## config.mk

```make
export PLATFORM = sky130hd
export DESIGN_NAME = npcd_sqrt
export DESIGN_NICKNAME = d
export VERILOG_FILES = /design/src/rtl/core/nearest_points_centroid_distance_macros.svh /design/src/rtl/core/npcd_pkg.sv /design/src/rtl/core/npcd_sqrt.sv
export SDC_FILE = /design/constraint.sdc
export NUM_CORES = 1
export LEC_CHECK = 0
export ABC_AREA = 0
export BUFFER_PORTS_ARGS = -buffer_cell sky130_fd_sc_hd__buf_2
export CORE_MARGIN = 2
export CORE_UTILIZATION = 60
export DETAILED_ROUTE_END_ITERATION = 8
export HOLD_SLACK_MARGIN = 0.12
export PLACE_DENSITY = 0.83
export SLEW_MARGIN = 20
export SYNTH_ARGS = -nofsm -noshare
export SYNTH_HDL_FRONTEND = slang
export SYNTH_SLANG_ARGS = --single-unit
```

## constraint.sdc

```tcl
create_clock -name clk -period 3.33 [get_ports clk]
set_input_delay 0.999 -clock clk [delete_from_list [all_inputs] [get_ports clk]]
set_output_delay 0.999 -clock clk [all_outputs]
set_load 0.01 [all_outputs]
```

## src/rtl/core/nearest_points_centroid_distance_macros.svh

```systemverilog
// Assertion macros shared by the nearest points centroid distance RTL.
`ifndef NEAREST_POINTS_CENTROID_DISTANCE_MACROS_SVH
`define NEAREST_POINTS_CENTROID_DISTANCE_MACROS_SVH

`ifndef SYNTH
`define NPCD_ASSERT(lbl, clk, rst_n, prop, msg) \
	lbl: assert property (@(posedge clk) disable iff (!rst_n) (prop)) else $error(msg);
`define NPCD_ASSERT_NEXT(lbl, clk, rst_n, pre, post, msg) \
	lbl: assert property (@(posedge clk) disable iff (!rst_n) (pre) |=> (post)) else $error(msg);
`else
`define NPCD_ASSERT(lbl, clk, rst_n, prop, msg)
`define NPCD_ASSERT_NEXT(lbl, clk, rst_n, pre, post, msg)
`endif

`endif

```

## src/rtl/core/npcd_pkg.sv

```systemverilog
// ----------------------------------------------------------------------------
// npcd_pkg
// Types and constants shared by the nearest points centroid distance block.
// ----------------------------------------------------------------------------
package npcd_pkg;

	localparam int COORD_W   = 32;
	localparam int FRAC_BITS = 16;
	localparam int DIST_W    = 32;
	localparam int RNG_W     = 7;
	localparam int OP_W      = 2;
	localparam int STAT_W    = 2;
	localparam int SQ_W      = 64;

	localparam logic [OP_W-1:0] OP_LOAD_FUSED  = 2'd0;
	localparam logic [OP_W-1:0] OP_LOAD_SENSOR = 2'd1;
	localparam logic [OP_W-1:0] OP_COMPUTE     = 2'd2;

	localparam logic [STAT_W-1:0] ST_OK           = 2'd0;
	localparam logic [STAT_W-1:0] ST_FUSED_EMPTY  = 2'd1;
	localparam logic [STAT_W-1:0] ST_SENSOR_EMPTY = 2'd2;

	localparam logic [RNG_W-1:0] RNG_RESET = 7'd3;

	typedef struct packed {
		logic [OP_W-1:0]           op;
		logic signed [COORD_W-1:0] point_x;
		logic signed [COORD_W-1:0] point_y;
		logic signed [COORD_W-1:0] ref_x;
		logic signed [COORD_W-1:0] ref_y;
		logic signed [COORD_W-1:0] vel_x;
		logic signed [COORD_W-1:0] vel_y;
		logic signed [COORD_W-1:0] time_delta;
	} in_item_t;

	typedef struct packed {
		logic [DIST_W-1:0] distance;
		logic [STAT_W-1:0] status;
	} out_item_t;

	typedef struct packed {
		logic load_fused;
		logic load_sensor;
		logic clear;
		logic start;
		logic poly;
	} knn_cmd_t;

	typedef enum logic [1:0] {
		KN_IDLE,
		KN_NU,
		KN_SCAN,
		KN_NEXT
	} kn_state_t;

	typedef enum logic [3:0] {
		T_IDLE,
		T_FUSED,
		T_DIV_FX,
		T_DIV_FY,
		T_SENSOR,
		T_DIV_SX,
		T_DIV_SY,
		T_SHIFT,
		T_DIFF,
		T_SQUARE,
		T_SUM,
		T_SQRT,
		T_FIN
	} top_state_t;

endpackage

```

## src/rtl/core/npcd_sqrt.sv

```systemverilog
// ----------------------------------------------------------------------------
// npcd_sqrt
// Digit by digit square root, one result bit per cycle, rounded to nearest
// and saturated to the distance width.
// ----------------------------------------------------------------------------
module npcd_sqrt import npcd_pkg::*; (
	input  logic              clk,
	input  logic              arst_n,
	input  logic              start,
	input  logic [SQ_W-1:0]   radicand,
	output logic              done,
	output logic [DIST_W-1:0] root
);

	localparam int RW = DIST_W + 2;
	localparam int IW = $clog2(DIST_W + 1);

	logic [SQ_W-1:0] s_q;
	logic [RW-1:0] rem_q;
	logic [DIST_W-1:0] root_q, res_q;
	logic [RW+1:0] r, trial;
	logic [DIST_W:0] rounded;
	logic [IW-1:0] cnt_q;
	logic busy_q, fin_q, done_q, take;

	assign r       = {rem_q, s_q[SQ_W-1:SQ_W-2]};
	assign trial   = (RW+2)'({root_q, 2'b01});
	assign take    = r >= trial;
	assign rounded = (rem_q > RW'(root_q)) ? ((DIST_W+1)'(root_q) + (DIST_W+1)'(1))
	                                       : (DIST_W+1)'(root_q);

	always_ff @(posedge clk or negedge arst_n) begin
		if (!arst_n) begin
			busy_q <= 1'b0;
			fin_q  <= 1'b0;
			done_q <= 1'b0;
			cnt_q  <= '0;
			s_q    <= '0;
			rem_q  <= '0;
			root_q <= '0;
			res_q  <= '0;
		end else begin
			done_q <= 1'b0;
			fin_q  <= 1'b0;
			if (start) begin
				busy_q <= 1'b1;
				cnt_q  <= IW'(DIST_W);
				s_q    <= radicand;
				rem_q  <= '0;
				root_q <= '0;
			end else if (busy_q) begin
				rem_q  <= take ? RW'(r - trial) : RW'(r);
				root_q <= {root_q[DIST_W-2:0], take};
				s_q    <= {s_q[SQ_W-3:0], 2'b00};
				cnt_q  <= cnt_q - IW'(1);
				if (cnt_q == IW'(1)) begin
					busy_q <= 1'b0;
					fin_q  <= 1'b1;
				end
			end
			if (fin_q) begin
				res_q  <= (rounded >= (DIST_W+1)'({DIST_W{1'b1}})) ? {DIST_W{1'b1}}
				                                                    : rounded[DIST_W-1:0];
				done_q <= 1'b1;
			end
		end
	end

	assign done = done_q;
	assign root = res_q;

endmodule

```

Yosys cells after proc, flatten, opt, wreduce, memory -nomap -nowiden. Cells that the tools add are included.

Register bits: 171. Bits of input ports: 67. Output and inout port bits: 33.

Add/subtract/negate cells: 3. Reduce and logical (&&, ||, !) cells: 1. Magnitude comparators: 3. Mux-type cells: 18. Eq/ne operators: 1.

Operator list (number): $mux 64 (2); $mux 34 (3); $mux 32 (3); $ge 36x34->1 (1); $gt 34x32->1 (1); $sub 34x34->34 (1); $add 32x1->33 const B (1); $ge 33x32->1 const B (1); $mux 33 (1); $mux 6 (2); $mux 1 (7); $eq 6x1->1 const B (1); $sub 6x1->6 const B (1); $reduce_bool 2->1 (1).

Logic depth before layout (Yosys ltp).
Depth after elaboration: 4. Mapped depth: 13. Gate-level depth less buffers: 12.

Worst setup path after synthesis. No wires, ideal clock.

Path type: register to register. Start point: reg root_q[24]. End point: reg res_q[21] (netlist: root[21]). Arrival time: 2.868 ns. Slack: 0.338 ns. Path buffers: 1. Data required time: 3.206 ns. Stages on the path, launching flop included: 14. Cell sequence: dfrtp_1 inv_1 ha_1 buf_2 nand4_2 or4_1 or2_1 a21oi_2 nor3_2 nor4_4 nand2_2 nor3_2 xnor2_1 a21oi_2.

Cells in the longest elaborated chain, start to end: 4. Elaborated cells between the ends (all ways): 5. Those cells by class: add/sub: 1; order compare: 2; mux: 2.

RTL lines: start: declaration (RTL line npcd_sqrt.sv:20) `logic [DIST_W-1:0] root_q, res_q;`; start signal: assignment (RTL line npcd_sqrt.sv:53) `root_q <= {root_q[DIST_W-2:0], take};`; $add 32x1->33 or $gt 34x32->1 (tied branches) (RTL line npcd_sqrt.sv:29) `assign rounded = (rem_q > RW'(root_q)) ? ((DIST_W+1)'(root_q) + (DIST_W+1)'(1))`; $mux 33 * (RTL line npcd_sqrt.sv:29); $ge 33x32->1 (RTL line npcd_sqrt.sv:62) `res_q <= (rounded >= (DIST_W+1)'({DIST_W{1'b1}})) ? {DIST_W{1'b1}}`; $mux 32 * (RTL line npcd_sqrt.sv:62); end signal: assignment (RTL line npcd_sqrt.sv:62); end: declaration (RTL line npcd_sqrt.sv:20).

Mark *: on every way between the ends. The rest lies on a longest branch, timed or not. A chain may end at the register's enable or synchronous reset.

Worst setup path in the final report.
Start point: reg root_q[5]. End point: reg res_q[21] (netlist: root[21]).

Same word-level chain as after synthesis.

==> results.ini <==
[pwr]
switching_share = 0.389
internal_power_uw = 5950
vdd_drop_max_mv = 0.510
p_per_area_nw_per_um2 = 845
clkPwrFrac = 0.223
combPwrFrac = 0.487
leakagePower_uw = 0.00589
seqPwrFrac = 0.289
power_switching_uw = 3790

[floorplanning]
ios = 100
dieArea_um2 = 17400
fp.dieW_um = 132
core_um2 = 15900
rows = 46
start_util = 0.615
die_y_um = 132

[layout]
final_net_count = 1289
diodes = 0
drive_gt1_frac = 0.176
stdcell_count = 1413
final_cell_mix = 169 x dfrtp_1, 134 x nor2_1, 111 x nand2_1, 105 x mux2i_1, 97 x buf_2
layout_commonest_cell = dfrtp_1
synthToLayoutAreaGrowth_pct = 17.6

[timing]
fin_crit_sh = 0.955
hold_viol_final = 0
min_period_ns = 3.18
final_max_slew_viol_count = 0
tightestPinTransition_ns = 0.816
rsz0062_at_grt = yes
finalSetupViolCount = 0
timing.fmax_mhz = 314
worst_slack_ns = 0.148
fin_skew_ns = 0.00964
slew_headroom = 0.456

[clocking]
clock_path_buffers = 2
numCtsBuffers = 17
cts_hold_buffers = 0
clk_latency_ns = 0.43
cts-root-buf = clkbuf_16
clk_pin_slew_ns = 0.07
numClockSinks = 171
cts_tree = built
htreeDepth = 4

[placement]
place_ws_ns = 0.0705
place_congestion = 0.930
dp_hpwl_um = 15800
placed_cells = 1379
numPortBuffers = 99

[worst_setup_path]
cp_max_fo = 7
worstSetupStartpointType = flip-flop
cp-end-kind = flip-flop
cp.arrival_ns = 3.50
crit_required_ns = 3.65
criticalPathCategory = flip-flop to flip-flop

[hold_path]
min_path_type = primary input to asynchronous set/reset pin

[logic_synthesis]
ys_seq_elements = 171
synth_edf_count = 0
synthCells = 1074
syn-num-nets = 1179
syn_area_um2 = 9810
synth.distinct_cells = 64
synth_ff_type = dfrtp_1
ys_warn_count = 0
syn_area_per_cell_um2 = 9.13
async_reset_ff_frac = 1.00
synth_seq_area_share = 0.436

[global_routing]
antenna_found_initial = 1
grt-ovfl-total = 0
grt_pass1_vias = 7755
grt_pass1_wl_um = 38000
grt_usage = 0.269
grt_max_degree = 65

[run]
max_cap_violations = 0

[routing]
viasPerCell = 5.73
wirelength_um = 22600
wl_per_cell_um = 16.0
drtIter0Drc = 600
vias = 8098
drc = 0
drtAntennaViolNets = 0
dr.pass1.iters = 5

[run_status]
status = completed

power by group through the flow:
stage               Sequential, uW  Combinational [uW]  Clock, uW
floorplan                     2850                3220          0
CTS                           2810                4680       2200
global placement              2830                4550          0
finish                        2820                4750       2180
detailed placement            2840                4620          0
global route                  2870                5270       2300
routing by layer:
layer  part of all wire  GRT usage  wire length [um]
met4              0.022     0.0990               503
met3              0.057     0.0546              1300
met5                  0          0                 0
met1               0.45      0.370             10300
met2               0.47      0.424             10500
through the flow:
| step | area [um^2] | hold slack, ns | power [uW] | setup TNS, ns | utilization |
|---|---|---|---|---|---|
| floorplan | 9810 | 0.434 | 6070 | 0 | - |
| global placement | 10800 | 0.471 | 7380 | 0 | 0.678 |
| detailed placement | 10800 | 0.480 | 7460 | 0 | 0.678 |
| CTS | 11500 | 0.497 | 9690 | 0 | 0.718 |
| global route | 11500 | 0.513 | 10400 | -0.00840 | 0.723 |
| finish | 11500 | 0.495 | 9740 | 0 | 0.723 |
Yosys cell counts (3+ instances only):
cell type,number,area (um^2)
a21oi_1,76,380
nor2_1,135,507
a21oi_2,3,26.3
a31oi_1,9,56.3
o21ai_1,3,15.0
nor3_1,13,65.1
o21a_1,4,30.0
o21bai_1,3,22.5
ha_1,38,475
nor2b_1,3,18.8
a211oi_1,21,158
o21ai_0,87,435
xor2_1,12,105
a21o_1,13,97.6
nand3b_1,4,30.0
dfrtp_1,171,4280
and3_1,10,62.6
a21boi_0,3,22.5
inv_1,46,173
mux2i_1,105,1050
o211ai_1,6,45.0
and2_1,3,18.8
buf_1,8,30.0
nand2b_1,5,31.3
or3_1,7,43.8
buf_2,6,30.0
clkbuf_1,43,161
xnor2_1,46,403
nand2_1,111,417
nand4_1,13,81.3
a311oi_1,5,43.8
and4_1,3,26.3
nand3_1,18,90.1
cell families after synthesis:
| family | after synthesis | synth area share |
|---|---|---|
| buffers and inverters | 105 | 0.0411 |
| AOI/OAI and AO/OA | 250 | 0.151 |
| DFF | 171 | 0.436 |
| adders and majority gates | 38 | 0.0485 |
| and+or+nand+nor | 345 | 0.162 |
| xor gates and xnor gates | 58 | 0.0518 |
| muxes | 107 | 0.109 |
critical path: stages (launching register included):
cell	delay (ns)
dfrtp_1	0.41
inv_1	0.11
ha_2	0.41
nand4_1	0.18
or4_4	0.53
or2_1	0.27
a21oi_2	0.18
nor3_4	0.09
nor4_4	0.37
nand2_2	0.13
nor3_2	0.13
xnor2_1	0.17
a21oi_2	0.08
final timing paths:
kind	from	end	slack, ns	cells after the start
setup / recovery	root_q[5]	root[21]	0.15	12
hold / removal	arst_n	root[6]	0.50	1
setup reg to reg	root_q[5]	root[21]	0.15	12
hold reg to reg	root[31]	root[31]	0.50	2
max in group asynchronous	arst_n	s_q[0]	2.11	2
min in group clk	root[31]	root[31]	0.50	2
registers in the layout, indices dropped and copies added (netlist names):
signal and count:
rem_q 34, busy_q 1, s_q 64, root 32, done 1, cnt_q 6
fin_q 1, root_q 32
repair_timing:
item | in CTS | in global routing
endpoints found under the setup margin | 0 | 33
buffers inserted | 0 | 2
hold endpoints to repair | 0 | 0
gates resized for setup | 0 | 15
layout make-up:
class | count | area (um^2)
repair buffers | 149 | 955
multi-input cells | 798 | 5200
clock buffers | 18 | 439
flip-flops and latches | 171 | 4280
fillers | 1178 | 4410
inverters | 47 | 176
clock inverters | 14 | 209
well taps | 216 | 270
(Power assumes the default switching activity.)
