`src/rtl/core/nearest_points_centroid_distance_macros.svh`:
```
// Assertion macros shared by the nearest points centroid distance RTL.
`ifndef NEAREST_POINTS_CENTROID_DISTANCE_MACROS_SVH
`define NEAREST_POINTS_CENTROID_DISTANCE_MACROS_SVH

`ifndef SYNTH
`define NPCD_ASSERT(lbl, clk, rst_n, prop, msg) \
	lbl: assert property (@(posedge clk) disable iff (!rst_n) (prop)) else $error(msg);
`define NPCD_ASSERT_NEXT(lbl, clk, rst_n, pre, post, msg) \
	lbl: assert property (@(posedge clk) disable iff (!rst_n) (pre) |=> (post)) else $error(msg);
`else
`define NPCD_ASSERT(lbl, clk, rst_n, prop, msg)
`define NPCD_ASSERT_NEXT(lbl, clk, rst_n, pre, post, msg)
`endif

`endif

```
`src/rtl/core/npcd_pkg.sv`:
```
// ----------------------------------------------------------------------------
// npcd_pkg
// Types and constants shared by the nearest points centroid distance block.
// ----------------------------------------------------------------------------
package npcd_pkg;

	localparam int COORD_W   = 32;
	localparam int FRAC_BITS = 16;
	localparam int DIST_W    = 32;
	localparam int RNG_W     = 7;
	localparam int OP_W      = 2;
	localparam int STAT_W    = 2;
	localparam int SQ_W      = 64;

	localparam logic [OP_W-1:0] OP_LOAD_FUSED  = 2'd0;
	localparam logic [OP_W-1:0] OP_LOAD_SENSOR = 2'd1;
	localparam logic [OP_W-1:0] OP_COMPUTE     = 2'd2;

	localparam logic [STAT_W-1:0] ST_OK           = 2'd0;
	localparam logic [STAT_W-1:0] ST_FUSED_EMPTY  = 2'd1;
	localparam logic [STAT_W-1:0] ST_SENSOR_EMPTY = 2'd2;

	localparam logic [RNG_W-1:0] RNG_RESET = 7'd3;

	typedef struct packed {
		logic [OP_W-1:0]           op;
		logic signed [COORD_W-1:0] point_x;
		logic signed [COORD_W-1:0] point_y;
		logic signed [COORD_W-1:0] ref_x;
		logic signed [COORD_W-1:0] ref_y;
		logic signed [COORD_W-1:0] vel_x;
		logic signed [COORD_W-1:0] vel_y;
		logic signed [COORD_W-1:0] time_delta;
	} in_item_t;

	typedef struct packed {
		logic [DIST_W-1:0] distance;
		logic [STAT_W-1:0] status;
	} out_item_t;

	typedef struct packed {
		logic load_fused;
		logic load_sensor;
		logic clear;
		logic start;
		logic poly;
	} knn_cmd_t;

	typedef enum logic [1:0] {
		KN_IDLE,
		KN_NU,
		KN_SCAN,
		KN_NEXT
	} kn_state_t;

	typedef enum logic [3:0] {
		T_IDLE,
		T_FUSED,
		T_DIV_FX,
		T_DIV_FY,
		T_SENSOR,
		T_DIV_SX,
		T_DIV_SY,
		T_SHIFT,
		T_DIFF,
		T_SQUARE,
		T_SUM,
		T_SQRT,
		T_FIN
	} top_state_t;

endpackage

```
`src/rtl/core/npcd_div.sv`:
```
// ----------------------------------------------------------------------------
// npcd_div
// Restoring divider, one quotient bit per cycle, rounding to nearest with
// ties away from zero.
// ----------------------------------------------------------------------------
module npcd_div import npcd_pkg::*; #(
	parameter int NUM_W = 39,
	parameter int DEN_W = 7
) (
	input  logic                    clk,
	input  logic                    arst_n,
	input  logic                    start,
	input  logic signed [NUM_W-1:0] num,
	input  logic [DEN_W-1:0]        den,
	output logic                    done,
	output logic signed [NUM_W-1:0] quo
);

	localparam int IW = $clog2(NUM_W + 1);

	logic [NUM_W-1:0] dvd_q, num_mag;
	logic [DEN_W-1:0] rem_q, den_q;
	logic [DEN_W:0] r;
	logic [IW-1:0] cnt_q;
	logic busy_q, neg_q, done_q, qbit;

	assign num_mag = num[NUM_W-1] ? NUM_W'(-num) : NUM_W'(num);
	assign r       = {rem_q, dvd_q[NUM_W-1]};
	assign qbit    = r >= (DEN_W+1)'(den_q);

	always_ff @(posedge clk or negedge arst_n) begin
		if (!arst_n) begin
			busy_q <= 1'b0;
			done_q <= 1'b0;
			cnt_q  <= '0;
			neg_q  <= 1'b0;
			dvd_q  <= '0;
			rem_q  <= '0;
			den_q  <= '0;
		end else begin
			done_q <= 1'b0;
			if (start) begin
				busy_q <= 1'b1;
				cnt_q  <= IW'(NUM_W);
				neg_q  <= num[NUM_W-1];
				dvd_q  <= num_mag + NUM_W'(den >> 1);
				rem_q  <= '0;
				den_q  <= den;
			end else if (busy_q) begin
				rem_q  <= qbit ? DEN_W'(r - (DEN_W+1)'(den_q)) : r[DEN_W-1:0];
				dvd_q  <= {dvd_q[NUM_W-2:0], qbit};
				cnt_q  <= cnt_q - IW'(1);
				if (cnt_q == IW'(1)) begin
					busy_q <= 1'b0;
					done_q <= 1'b1;
				end
			end
		end
	end

	assign done = done_q;
	assign quo  = neg_q ? -$signed(dvd_q) : $signed(dvd_q);

endmodule

```
`config.mk`:
```
export PLATFORM = sky130hd
export DESIGN_NAME = npcd_div
export DESIGN_NICKNAME = d
export VERILOG_FILES = /design/src/rtl/core/nearest_points_centroid_distance_macros.svh /design/src/rtl/core/npcd_pkg.sv /design/src/rtl/core/npcd_div.sv
export SDC_FILE = /design/constraint.sdc
export NUM_CORES = 1
export LEC_CHECK = 0
export ABC_CLOCK_PERIOD_IN_PS = 4000
export BUFFER_PORTS_ARGS = -buffer_cell sky130_fd_sc_hd__buf_2
export CORE_MARGIN = 2
export CORE_UTILIZATION = 30
export DETAILED_ROUTE_END_ITERATION = 16
export PLACE_DENSITY_LB_ADDON = 0.15
export SETUP_SLACK_MARGIN = 0.5
export SLEW_MARGIN = 10
export SYNTH_ARGS = -nofsm -noshare
export SYNTH_HDL_FRONTEND = slang
export SYNTH_SLANG_ARGS = --single-unit
```
`constraint.sdc`:
```
create_clock -name clk -period 4 [get_ports clk]
set_input_delay 0 -clock clk [delete_from_list [all_inputs] [get_ports clk]]
set_output_delay 0 -clock clk [all_outputs]
set_load 0.01 [all_outputs]
```
Yosys cells after proc, flatten, opt, wreduce, memory -nomap -nowiden
Index checks and enable logic that the tools add are counted.

Register bits: 62. Bits of input ports: 49. Output and inout bits: 40.

$add $sub $neg: 5. Magnitude comparators: 1. Equality and inequality tests: 1. Mux-type cells: 15. Reductions and logical operators: 1.

Operators by type and width (count): 39-bit two-way mux (4); 39-bit negation (2); 39-bit by 6-bit adder with 39-bit output (1); 7-bit two-way mux (3); 6-bit two-way mux (2); 8-bit by 7-bit greater-or-equal comparator with 1-bit output (1); 7-bit subtractor (1); 6-bit by 1-bit equality test with 1-bit output, second input constant (1); 1-bit two-way mux (6); 6-bit by 1-bit subtractor with 6-bit output, second input constant (1); 2-bit nonzero test (1).

Longest topological paths before layout
Gate-level depths: netlist of the first run.

Depth after elaboration: 4. Gate-level depth with buffers: 17. Mapped depth without buffers: 14.

Worst setup path after synthesis of the first run
Ideal clock, no wire load.

Path type: input to register. From: in num[38]. To: reg dvd_q[36]. Arrival: 4.205 ns. Path slack: -0.325 ns. Cell stages on the path: 17. Path buffers: 6. Path through: clkbuf_1 clkbuf_1 buf_1 clkbuf_1 buf_1 o21ai_0 xnor2_1 ha_1 o21ai_0 o21bai_1 a21oi_1 a2111oi_0 and2_1 clkbuf_1 nand2_4 or4_1 a31o_1.

Cells in the longest elaborated chain, start to end: 3.

RTL lines: start, declared (RTL line npcd_div.sv:13) `input logic signed [NUM_W-1:0] num,`; 39-bit two-way mux (RTL line npcd_div.sv:27) `assign num_mag = num[NUM_W-1] ? NUM_W'(-num) : NUM_W'(num);`; 39-bit by 6-bit adder with 39-bit output (RTL line npcd_div.sv:46) `dvd_q <= num_mag + NUM_W'(den >> 1);`; 39-bit two-way mux (RTL line npcd_div.sv:42) `if (start) begin`; end signal, assigned (RTL line npcd_div.sv:46); end signal, assigned (RTL line npcd_div.sv:51) `dvd_q <= {dvd_q[NUM_W-2:0], qbit};`; end, declared (RTL line npcd_div.sv:21) `logic [NUM_W-1:0] dvd_q, num_mag;`.

Every way passes these cells. A chain may end at the register's enable or synchronous reset.

Final worst setup path of the first run
From: reg dvd_q[0]. To: out quo[32].

Cells in the longest elaborated chain, start to end: 2.

RTL lines: 39-bit negation (RTL line npcd_div.sv:62) `assign quo = neg_q ? -$signed(dvd_q) : $signed(dvd_q);`; 39-bit two-way mux (RTL line npcd_div.sv:62); end, declared (RTL line npcd_div.sv:16) `output logic signed [NUM_W-1:0] quo`.

Every way passes these cells.

==> flow_metrics.env, run 1 <==
export IMPL_outcome="complete, no violations"
export IMPL_async_flop_share=1.00
export IMPL_cts_buffers=9
export IMPL_ys_seq_elements=62
export IMPL_dr_total_vias=5577
export IMPL_root_buffer="clkbuf_16"
export IMPL_worstSetupPathType="reg -> out"
export IMPL_timing_fmax_mhz=295
export IMPL_final_area_um2=7220
export IMPL_mostFrequentLayoutCells="buf_2 (88), xnor2_1 (67), dfrtp_1 (58)"
export IMPL_drc_errors=0
export IMPL_grt_pass1_wl_mm=28.5
export IMPL_cts_tree="done"
export IMPL_crit_path_max_fanout=5
export IMPL_netlist_area_leader_share=0.256
export IMPL_p_seq_frac=0.330
export IMPL_final_common_cell="buf_2"
export IMPL_start_util=0.308
export IMPL_antenna_left=0
export IMPL_drive_gt1_frac=0.201
export IMPL_fin_crit_ps=3390
export IMPL_busiest_layer="met2"
export IMPL_nNetsFinal=876
export IMPL_antenna_found_initial=0
export IMPL_hpwlAfterDp_mm=13.2
export IMPL_gr_usage_met1=0.239
export IMPL_syn_inst=726
export IMPL_antennaDiodeCount=0
export IMPL_critPathArrivalTime_ps=3390
export IMPL_insertion_delay_ps=330
export IMPL_ir_drop_v=0.000190
export IMPL_power_frac_clock=0.276
export IMPL_clock_sinks=62
export IMPL_die_h_um=146
export IMPL_p_int_mw=1.65
export IMPL_syn2layout_area_growth_pct=19.3
export IMPL_synth_nets=794
export IMPL_synthFlopType="dfrtp_1"
export IMPL_finalMaxSlewViolations=0
export IMPL_rsz0062_at_grt="yes"
export IMPL_synth_avg_cell_area_um2=8.34
export IMPL_path_clk_slew_ps=60
export IMPL_h_tree_depth=3
export IMPL_core_area_um2=19700
export IMPL_grtUsageTotal=0.161
export IMPL_yosys_top_cells_area="dfrtp_1 (26%), xnor2_1 (9.7%), mux2i_1 (7.1%), xor2_1 (4.6%), o21ai_0 (3.6%)"
export IMPL_setup_slack_ps=608
export IMPL_die_width_um=146
export IMPL_hold_viol=0
export IMPL_final_util=0.368
export IMPL_netlist_cell_type_count=70
export IMPL_die_area_um2=21300
export IMPL_drt_wl_total_mm=17.0
export IMPL_cap_viol_max_count=0
export IMPL_critical_path_required_ps=4000
export IMPL_design_portCount=89
export IMPL_relSlewSlack=0.462
export IMPL_met2_usage=0.246
export IMPL_min_path_type="in -> reg"
export IMPL_ys_warn_count=0
export IMPL_power_share_switching=0.369
export IMPL_cp_start_kind="flop"
export IMPL_drt_pass1_iterations=4
export IMPL_cts_max_path_buffers=2
export IMPL_finalSetupViolCount=0
export IMPL_pwr_density_cell_nw_per_um2=362
export IMPL_netlist_area_um2=6050
export IMPL_grt_pass1_vias=5401
export IMPL_p_comb_frac=0.394
export IMPL_synth_edf_count=0
export IMPL_dp_slack_ps=320
export IMPL_tightest_slew_ps=807
export IMPL_grt_max_degree=63
export IMPL_grt_ovfl_total=0
export IMPL_p_leak_nw=3.03
export IMPL_met3_usage=0.0225
export IMPL_p_switching_uw=966
export IMPL_std_cell_rows=51
export IMPL_finalCritPeriodShare=0.848
export IMPL_dpl_instance_area_um2=6800
export IMPL_drt_iter0_drc=222
export IMPL_port_buffer_count=88
export IMPL_synth_top_area_cell="dfrtp_1"
export IMPL_seq_area_frac_synth=0.256
export IMPL_viasPerCell=5.18
export IMPL_setup_tns_ps=0
export IMPL_crit_path_end_kind="output port"
export IMPL_finClkSkew_ps=7.15
export IMPL_place_congestion=0.855
export IMPL_wl_per_cell_um=15.8
[cells in the mapped netlist (all sizes together) (6+ instances only)]
cell	n
nand2	59
nor4	15
nand3	17
xnor2	67
nor3	16
a21oi	16
ha	17
o31ai	23
o21ai	44
a211oi	21
nand2b	12
nand4	7
inv	22
a31oi	7
xor2	32
a31o	8
dfrtp	62
o41ai	21
nor2b	14
or2	6
buf	10
or4	21
or3	17
nor2	50
clkbuf	34
mux2i	43
[stage by stage]
stage                     cells  power, mW  hold slack (ps)
after global placement     1054       1.88              223
after CTS                  1077       2.63             31.8
after global routing       1077       2.81             48.8
after floorplan             726       1.54             -296
final                      1077       2.62             31.0
after detailed placement   1054       1.89              234
[layer usage]
metal,part of all wire,up-vias
met5,0,-
met4,0.014,0
met3,0.037,18
met2,0.44,136
met1,0.51,2572
li1,-,2851
[cells by family (layout without fill, tap and decap cells)]
family / count (synthesis) / in the layout / synth area share
AND/OR/NAND/NOR: 258 / 258 / 0.233
AO/OA/AOI/OAI: 174 / 174 / 0.202
XOR/XNOR: 99 / 99 / 0.143
buffers and inverters: 66 / 152 / 0.0430
flip-flops: 62 / 62 / 0.256
multiplexers: 48 / 48 / 0.0804
adder cells (fa/ha/maj): 19 / 19 / 0.0417
[layout make-up]
cell class / count / area, um2
fillers: 2131 / 12400
inverters: 22 / 82.6
clock inverters: 3 / 20.0
multi-input cells: 598 / 4310
repair buffers: 115 / 663
flip-flops and latches: 62 / 1560
well taps: 265 / 332
clock buffers: 12 / 256
[final timing paths]
check	startpoint	end	slack, ps	cells past startpoint
worst max-delay path	dvd_q[0]	quo[32]	610	10
worst min-delay path	num[37]	dvd_q[38]	30	3
worst max register to register	dvd_q[38]	rem_q[0]	1290	12
worst min register to register	rem_q[6]	rem_q[6]	500	2
max in group asynchronous	arst_n	neg_q	3030	3
min in group asynchronous	arst_n	den_q[2]	370	3
[timing repair]
item	in CTS	in global routing
buffers inserted	0	0
cloned	0	0
endpoints found under the setup margin	6	19
endpoints found under the hold margin	69	0
gates resized for setup	5	11
hold buffers	8	0
[power groups by stage]
stage	clock network [mW]	registers, mW	logic [mW]
floorplan	0	0.820	0.720
global route	0.772	0.887	1.15
CTS	0.738	0.858	1.04
detailed placement	0	0.868	1.03
finish	0.721	0.864	1.03
global placement	0	0.863	1.01
[critical path, cell delays in order, from the launching register on]
cell and delay (ps):
dfrtp_2 440, inv_1 70, ha_1 160, nand2b_1 70, or4_4 440, or3_4 360, or3_4 370, or4b_4 580
o31ai_1 270, xnor2_1 150, buf_2 150
[flip-flops by register name, summed over array words and instances (netlist names)]
signal  cells
den_q       7
busy_q      1
cnt_q       6
dvd_q      39
neg_q       1
done        1
rem_q       7
Power figures use the tool's default switching activity.
==> inputs of run 2 (changes only) <==
Settings changed: ABC_CLOCK_PERIOD_IN_PS 4000 to 3250.
Clock period 4 ns to 3.25 ns, I/O delays scaled along.
==> flow_metrics.env, run 2 (synthesized netlist as in run 1, its figures left out) <==
export IMPL_outcome="finished with violations"
export IMPL_violations="setup timing"
export IMPL_drt_pass1_iterations=6
export IMPL_cap_viol_max_count=0
export IMPL_die_h_um=146
export IMPL_drt_iter0_drc=231
export IMPL_ir_drop_v=0.000247
export IMPL_reg_top3="dvd_q (39), den_q (7), rem_q (7)"
export IMPL_finalCritPeriodShare=1.02
export IMPL_viasPerCell=5.21
export IMPL_slowest_stage="or4b_4"
export IMPL_drc_errors=0
export IMPL_wl_per_cell_um=16.1
export IMPL_grtUsageTotal=0.177
export IMPL_drt_wl_total_mm=18.8
export IMPL_worstSetupPathType="reg -> out"
export IMPL_rr_startpoint="dvd_q[38]"
export IMPL_crit_chain="inv_2 > ha_4 > nand2b_4 > or4_4 > or3_4 > or3_4 > or4b_4 > o41ai_4 > xnor2_1 > buf_2"
export IMPL_crit_path_max_fanout=4
export IMPL_largest_reg_flops=39
export IMPL_setup_slack_ps=-57.0
export IMPL_p_leak_nw=3.71
export IMPL_fin_crit_ps=3310
export IMPL_hpwlAfterDp_mm=14.1
export IMPL_cts_max_path_buffers=2
export IMPL_grt_ovfl_total=0
export IMPL_slowest_delay_ps=600
export IMPL_rsz0062_at_grt="yes"
export IMPL_antenna_left=0
export IMPL_relSlewSlack=0.300
export IMPL_die_area_um2=21300
export IMPL_cts_tree="done"
export IMPL_tightest_slew_ps=1050
export IMPL_crit_top_cell="or3_4"
export IMPL_critPathArrivalTime_ps=3310
export IMPL_min_path_type="in -> reg"
export IMPL_die_width_um=146
export IMPL_finalSetupViolCount=3
export IMPL_instances_no_fill=1168
export IMPL_start_util=0.308
export IMPL_path_clk_slew_ps=60
export IMPL_grt_pass1_vias=6078
export IMPL_mostFrequentLayoutCells="buf_4 (92), buf_2 (84), xnor2_1 (61), dfrtp_1 (61), nand2_1 (53)"
export IMPL_cts_buffers=9
export IMPL_dr_total_vias=6081
export IMPL_root_buffer="clkbuf_16"
export IMPL_critical_path_required_ps=3250
export IMPL_p_total_mw=3.49
export IMPL_antenna_found_initial=0
export IMPL_grt_max_degree=44
export IMPL_hp_start="num[37]"
export IMPL_final_common_cell="buf_4"
export IMPL_nNetsFinal=966
export IMPL_port_buffer_count=88
export IMPL_insertion_delay_ps=330
export IMPL_antennaDiodeCount=0
export IMPL_worstSetupStartpoint="dvd_q[0]"
export IMPL_std_cell_rows=51
export IMPL_place_congestion=0.914
export IMPL_h_tree_depth=3
export IMPL_design_portCount=89
export IMPL_clock_sinks=62
export IMPL_cp_start_kind="flop"
export IMPL_drive_gt1_frac=0.359
export IMPL_pwr_density_cell_nw_per_um2=404
export IMPL_fillCellCount=1948
export IMPL_grt_pass1_wl_mm=31.6
export IMPL_top_register="dvd_q"
export IMPL_syn2layout_area_growth_pct=42.5
export IMPL_finClkSkew_ps=5.19
export IMPL_finalMaxSlewViolations=0
export IMPL_core_area_um2=19700
export IMPL_hold_viol=0
export IMPL_crit_path_end_kind="output port"
export IMPL_place_detailed_instances=1110
export IMPL_timing_fmax_mhz=302
run 2: changes by cell type in the layout (fill, tap and decap cells not counted), sizes merged:
cell,previous run,this run
buf,107,197
clkbuf,12,13
clkinv,1,3
clkinvlp,2,0
run 2: timing repair:
action                                  CTS  global route
resized for setup                        46            82
endpoints found under the hold margin    49             0
hold buffers                              8             0
pin swaps                                29            35
gates cloned                              0             1
endpoints found under the setup margin   33            57
setup buffers                            20            13
run 2: worst paths after layout:
path / end / slack [ps] / cells past startpoint
setup / recovery: quo[38] / -60 / 10
hold / removal: dvd_q[38] / 50 / 3
setup reg to reg: rem_q[1] / 710 / 11
hold reg to reg: rem_q[6] / 490 / 2
max in group asynchronous: rem_q[5] / 2020 / 3
min in group asynchronous: cnt_q[0] / 390 / 2
run 2: through the flow:
step | instance area, um2 | setup WS (ps) | utilization | hold WS (ps) | setup TNS, ps
3_3_place_gp | 7380 | 3.37 | 0.376 | 224 | 0
5_1_grt | 8630 | -172 | 0.439 | 50.2 | -710
3_5_place_dp | 7380 | -70.8 | 0.376 | 236 | -287
4_1_cts | 8140 | -111 | 0.414 | 35.4 | -242
2_1_floorplan | 6330 | 143 | - | -296 | 0
6_report | 8630 | -57.0 | 0.439 | 48.2 | -102
run 2: per-layer routing:
metal | track usage | vias to the layer above | wire, um | share of wire
met5 | 0 | - | 0 | 0
met4 | 0.0524 | 0 | 318 | 0.017
met3 | 0.0175 | 23 | 490 | 0.026
met2 | 0.285 | 116 | 8630 | 0.46
met1 | 0.251 | 2913 | 9390 | 0.50
li1 | - | 3029 | - | -
run 2: area by class of cell:
class | instances | area, um2 | share of cell area
sequential | 62 | 1550 | 0.180
clock inverter | 3 | 18.8 | 0.00218
tap | 265 | 332 | 0.0384
multi-input combinational | 598 | 4950 | 0.574
timing repair buffer | 205 | 1430 | 0.166
inverter | 22 | 82.6 | 0.00957
clock buffer | 13 | 260 | 0.0302
run 2: worst max-delay path, delay by kind of cell, from the launching register on:
kind,cells,cell delay (ps)
xor+xnor,1,180
compound gates,1,240
buf+inv,2,250
simple gates,5,1780
flops,1,390
fa+ha+maj,1,140
run 2: power breakdown:
group / leakage (nW) / internal (mW) / switching [mW]
clock: 0.140 / 0.556 / 0.345
combinational: 2.83 / 0.736 / 0.780
sequential: 0.742 / 0.891 / 0.178
==> inputs of run 3 (changes only) <==
Settings changed: PLACE_DENSITY_LB_ADDON 0.15 to not set.
==> flow_metrics.env, run 3 (synthesized netlist as in run 1, its figures left out) <==
export IMPL_outcome="finished with violations"
export IMPL_violations="setup timing"
export IMPL_hpwlAfterDp_mm=13.3
export IMPL_timing_fmax_mhz=307
export IMPL_core_area_um2=19700
export IMPL_cp_start_kind="flop"
export IMPL_cts_tree="done"
export IMPL_grtUsageTotal=0.162
export IMPL_dr_total_vias=5875
export IMPL_critical_path_required_ps=3250
export IMPL_hold_depth=3
export IMPL_tightest_slew_ps=628
export IMPL_finClkSkew_ps=7.13
export IMPL_mostFrequentLayoutCells="buf_4 (91), buf_2 (84), xnor2_1 (65)"
export IMPL_finalMaxSlewViolations=0
export IMPL_relSlewSlack=0.581
export IMPL_crit_path_max_fanout=4
export IMPL_met3_length_um=452
export IMPL_ir_drop_v=0.000264
export IMPL_reg2reg_setup_slack_ps=710
export IMPL_drt_pass1_iterations=4
export IMPL_grt_pass1_vias=5603
export IMPL_reg_top3="dvd_q (39), den_q (7), rem_q (7)"
export IMPL_top_register="dvd_q"
export IMPL_drt_iter0_drc=269
export IMPL_place_congestion=0.822
export IMPL_die_area_um2=21300
export IMPL_wl_per_cell_um=15.3
export IMPL_root_buffer="clkbuf_16"
export IMPL_drt_met1_wl_mm=8.96
export IMPL_hold_slack_ps=96.1
export IMPL_design_portCount=89
export IMPL_port_buffer_count=88
export IMPL_cap_viol_max_count=0
export IMPL_drt_wl_total_mm=17.6
export IMPL_cts_buffers=9
export IMPL_viasPerCell=5.08
export IMPL_grt_max_degree=41
export IMPL_nNetsFinal=954
export IMPL_ff2ff_path_depth=13
export IMPL_insertion_delay_ps=330
export IMPL_routed_top_layer="met4"
export IMPL_largest_reg_flops=39
export IMPL_cts_max_path_buffers=2
export IMPL_critPathArrivalTime_ps=3260
export IMPL_die_width_um=146
export IMPL_drive_gt1_frac=0.330
export IMPL_hold_viol=0
export IMPL_path_clk_slew_ps=60
export IMPL_hp_start="num[37]"
export IMPL_fin_crit_ps=3260
export IMPL_rr_startpoint="dvd_q[38]"
export IMPL_setup_slack_ps=-5.33
export IMPL_grt_ovfl_total=0
export IMPL_std_cell_rows=51
export IMPL_finalSetupViolCount=1
export IMPL_antennaDiodeCount=0
export IMPL_pwr_density_cell_nw_per_um2=425
export IMPL_crit_path_end_kind="output port"
export IMPL_rsz0062_at_grt="yes"
export IMPL_timing_rr_end="rem_q[5]"
export IMPL_p_leak_nw=3.57
export IMPL_met2_length_mm=8.05
export IMPL_grt_pass1_wl_mm=28.7
export IMPL_h_tree_depth=3
export IMPL_syn2layout_area_growth_pct=37.3
export IMPL_final_common_cell="buf_4"
export IMPL_finalCritPeriodShare=1.00
export IMPL_antenna_found_initial=0
export IMPL_drc_errors=0
export IMPL_clock_sinks=62
export IMPL_die_h_um=146
export IMPL_final_util=0.423
export IMPL_min_to="dvd_q[38]"
export IMPL_place_detailed_instances=1106
export IMPL_instances_no_fill=1156
export IMPL_worstSetupPathType="reg -> out"
export IMPL_min_path_type="in -> reg"
export IMPL_start_util=0.308
export IMPL_antenna_left=0
## run 3: metal layers
layer | GRT usage | vias up
met1 | 0.234 | 2750
met4 | 0.0369 | 0
met5 | 0 | -
met2 | 0.259 | 102
met3 | 0.0194 | 9
li1 | - | 3014
## run 3: per-stage QoR
stage	setup WS [ps]	total power, mW	TNS [ps]	instance area (um2)
final	-5.33	3.53	-5.33	8310
after global routing	-130	3.76	-309	8310
after CTS	-73.6	3.46	-137	8050
after detailed placement	-65.3	2.40	-183	7350
after global placement	32.1	2.38	0	7350
after floorplan	143	1.93	0	6330
## run 3: final cells by class
class,instances,area [um2]
Sequential cell,62,1550
Clock buffer,11,253
Multi-Input combinational cell,598,4740
Tap cell,265,332
Clock inverter,5,56.3
Timing Repair Buffer,193,1300
Fill cell,1959,11300
Inverter,22,82.6
## run 3: timing repair
item,in CTS,in global routing
resized for setup,41,35
pin swaps,23,24
hold buffers,8,0
endpoints found under the setup margin,29,40
hold endpoints to repair,32,0
cloned,0,0
setup buffers,12,14
## run 3: where the power goes
| group | internal [mW] | total (mW) | switching [mW] | leakage (nW) |
|---|---|---|---|---|
| clock network | 0.635 | 0.987 | 0.352 | 0.152 |
| logic | 0.719 | 1.49 | 0.767 | 2.67 |
| registers | 0.891 | 1.06 | 0.165 | 0.742 |
| total | 2.25 | 3.53 | 1.28 | 3.57 |
## run 3: how the worst max path moves through the flow
| stage | from | endpoint | slack, ps | cells after the start |
|---|---|---|---|---|
| 2_1_floorplan | num[1] | dvd_q[36] | 140 | 10 |
| 3_3_place_gp | num[5] | dvd_q[34] | 30 | 10 |
| 3_5_place_dp | num[1] | dvd_q[36] | -70 | 11 |
| 4_1_cts | dvd_q[1] | quo[38] | -70 | 10 |
| 5_1_grt | dvd_q[1] | quo[38] | -130 | 10 |
| 6_report | dvd_q[1] | quo[38] | -5 | 10 |
## run 3: worst max-delay path, cell delays in order, from the launching register on
cell,delay [ps]
dfrtp_1,390
inv_2,80
ha_4,140
nand2b_4,50
or4_4,420
or3_4,350
or3_4,340
or4b_4,590
o41ai_4,240
xnor2_1,170
buf_2,160
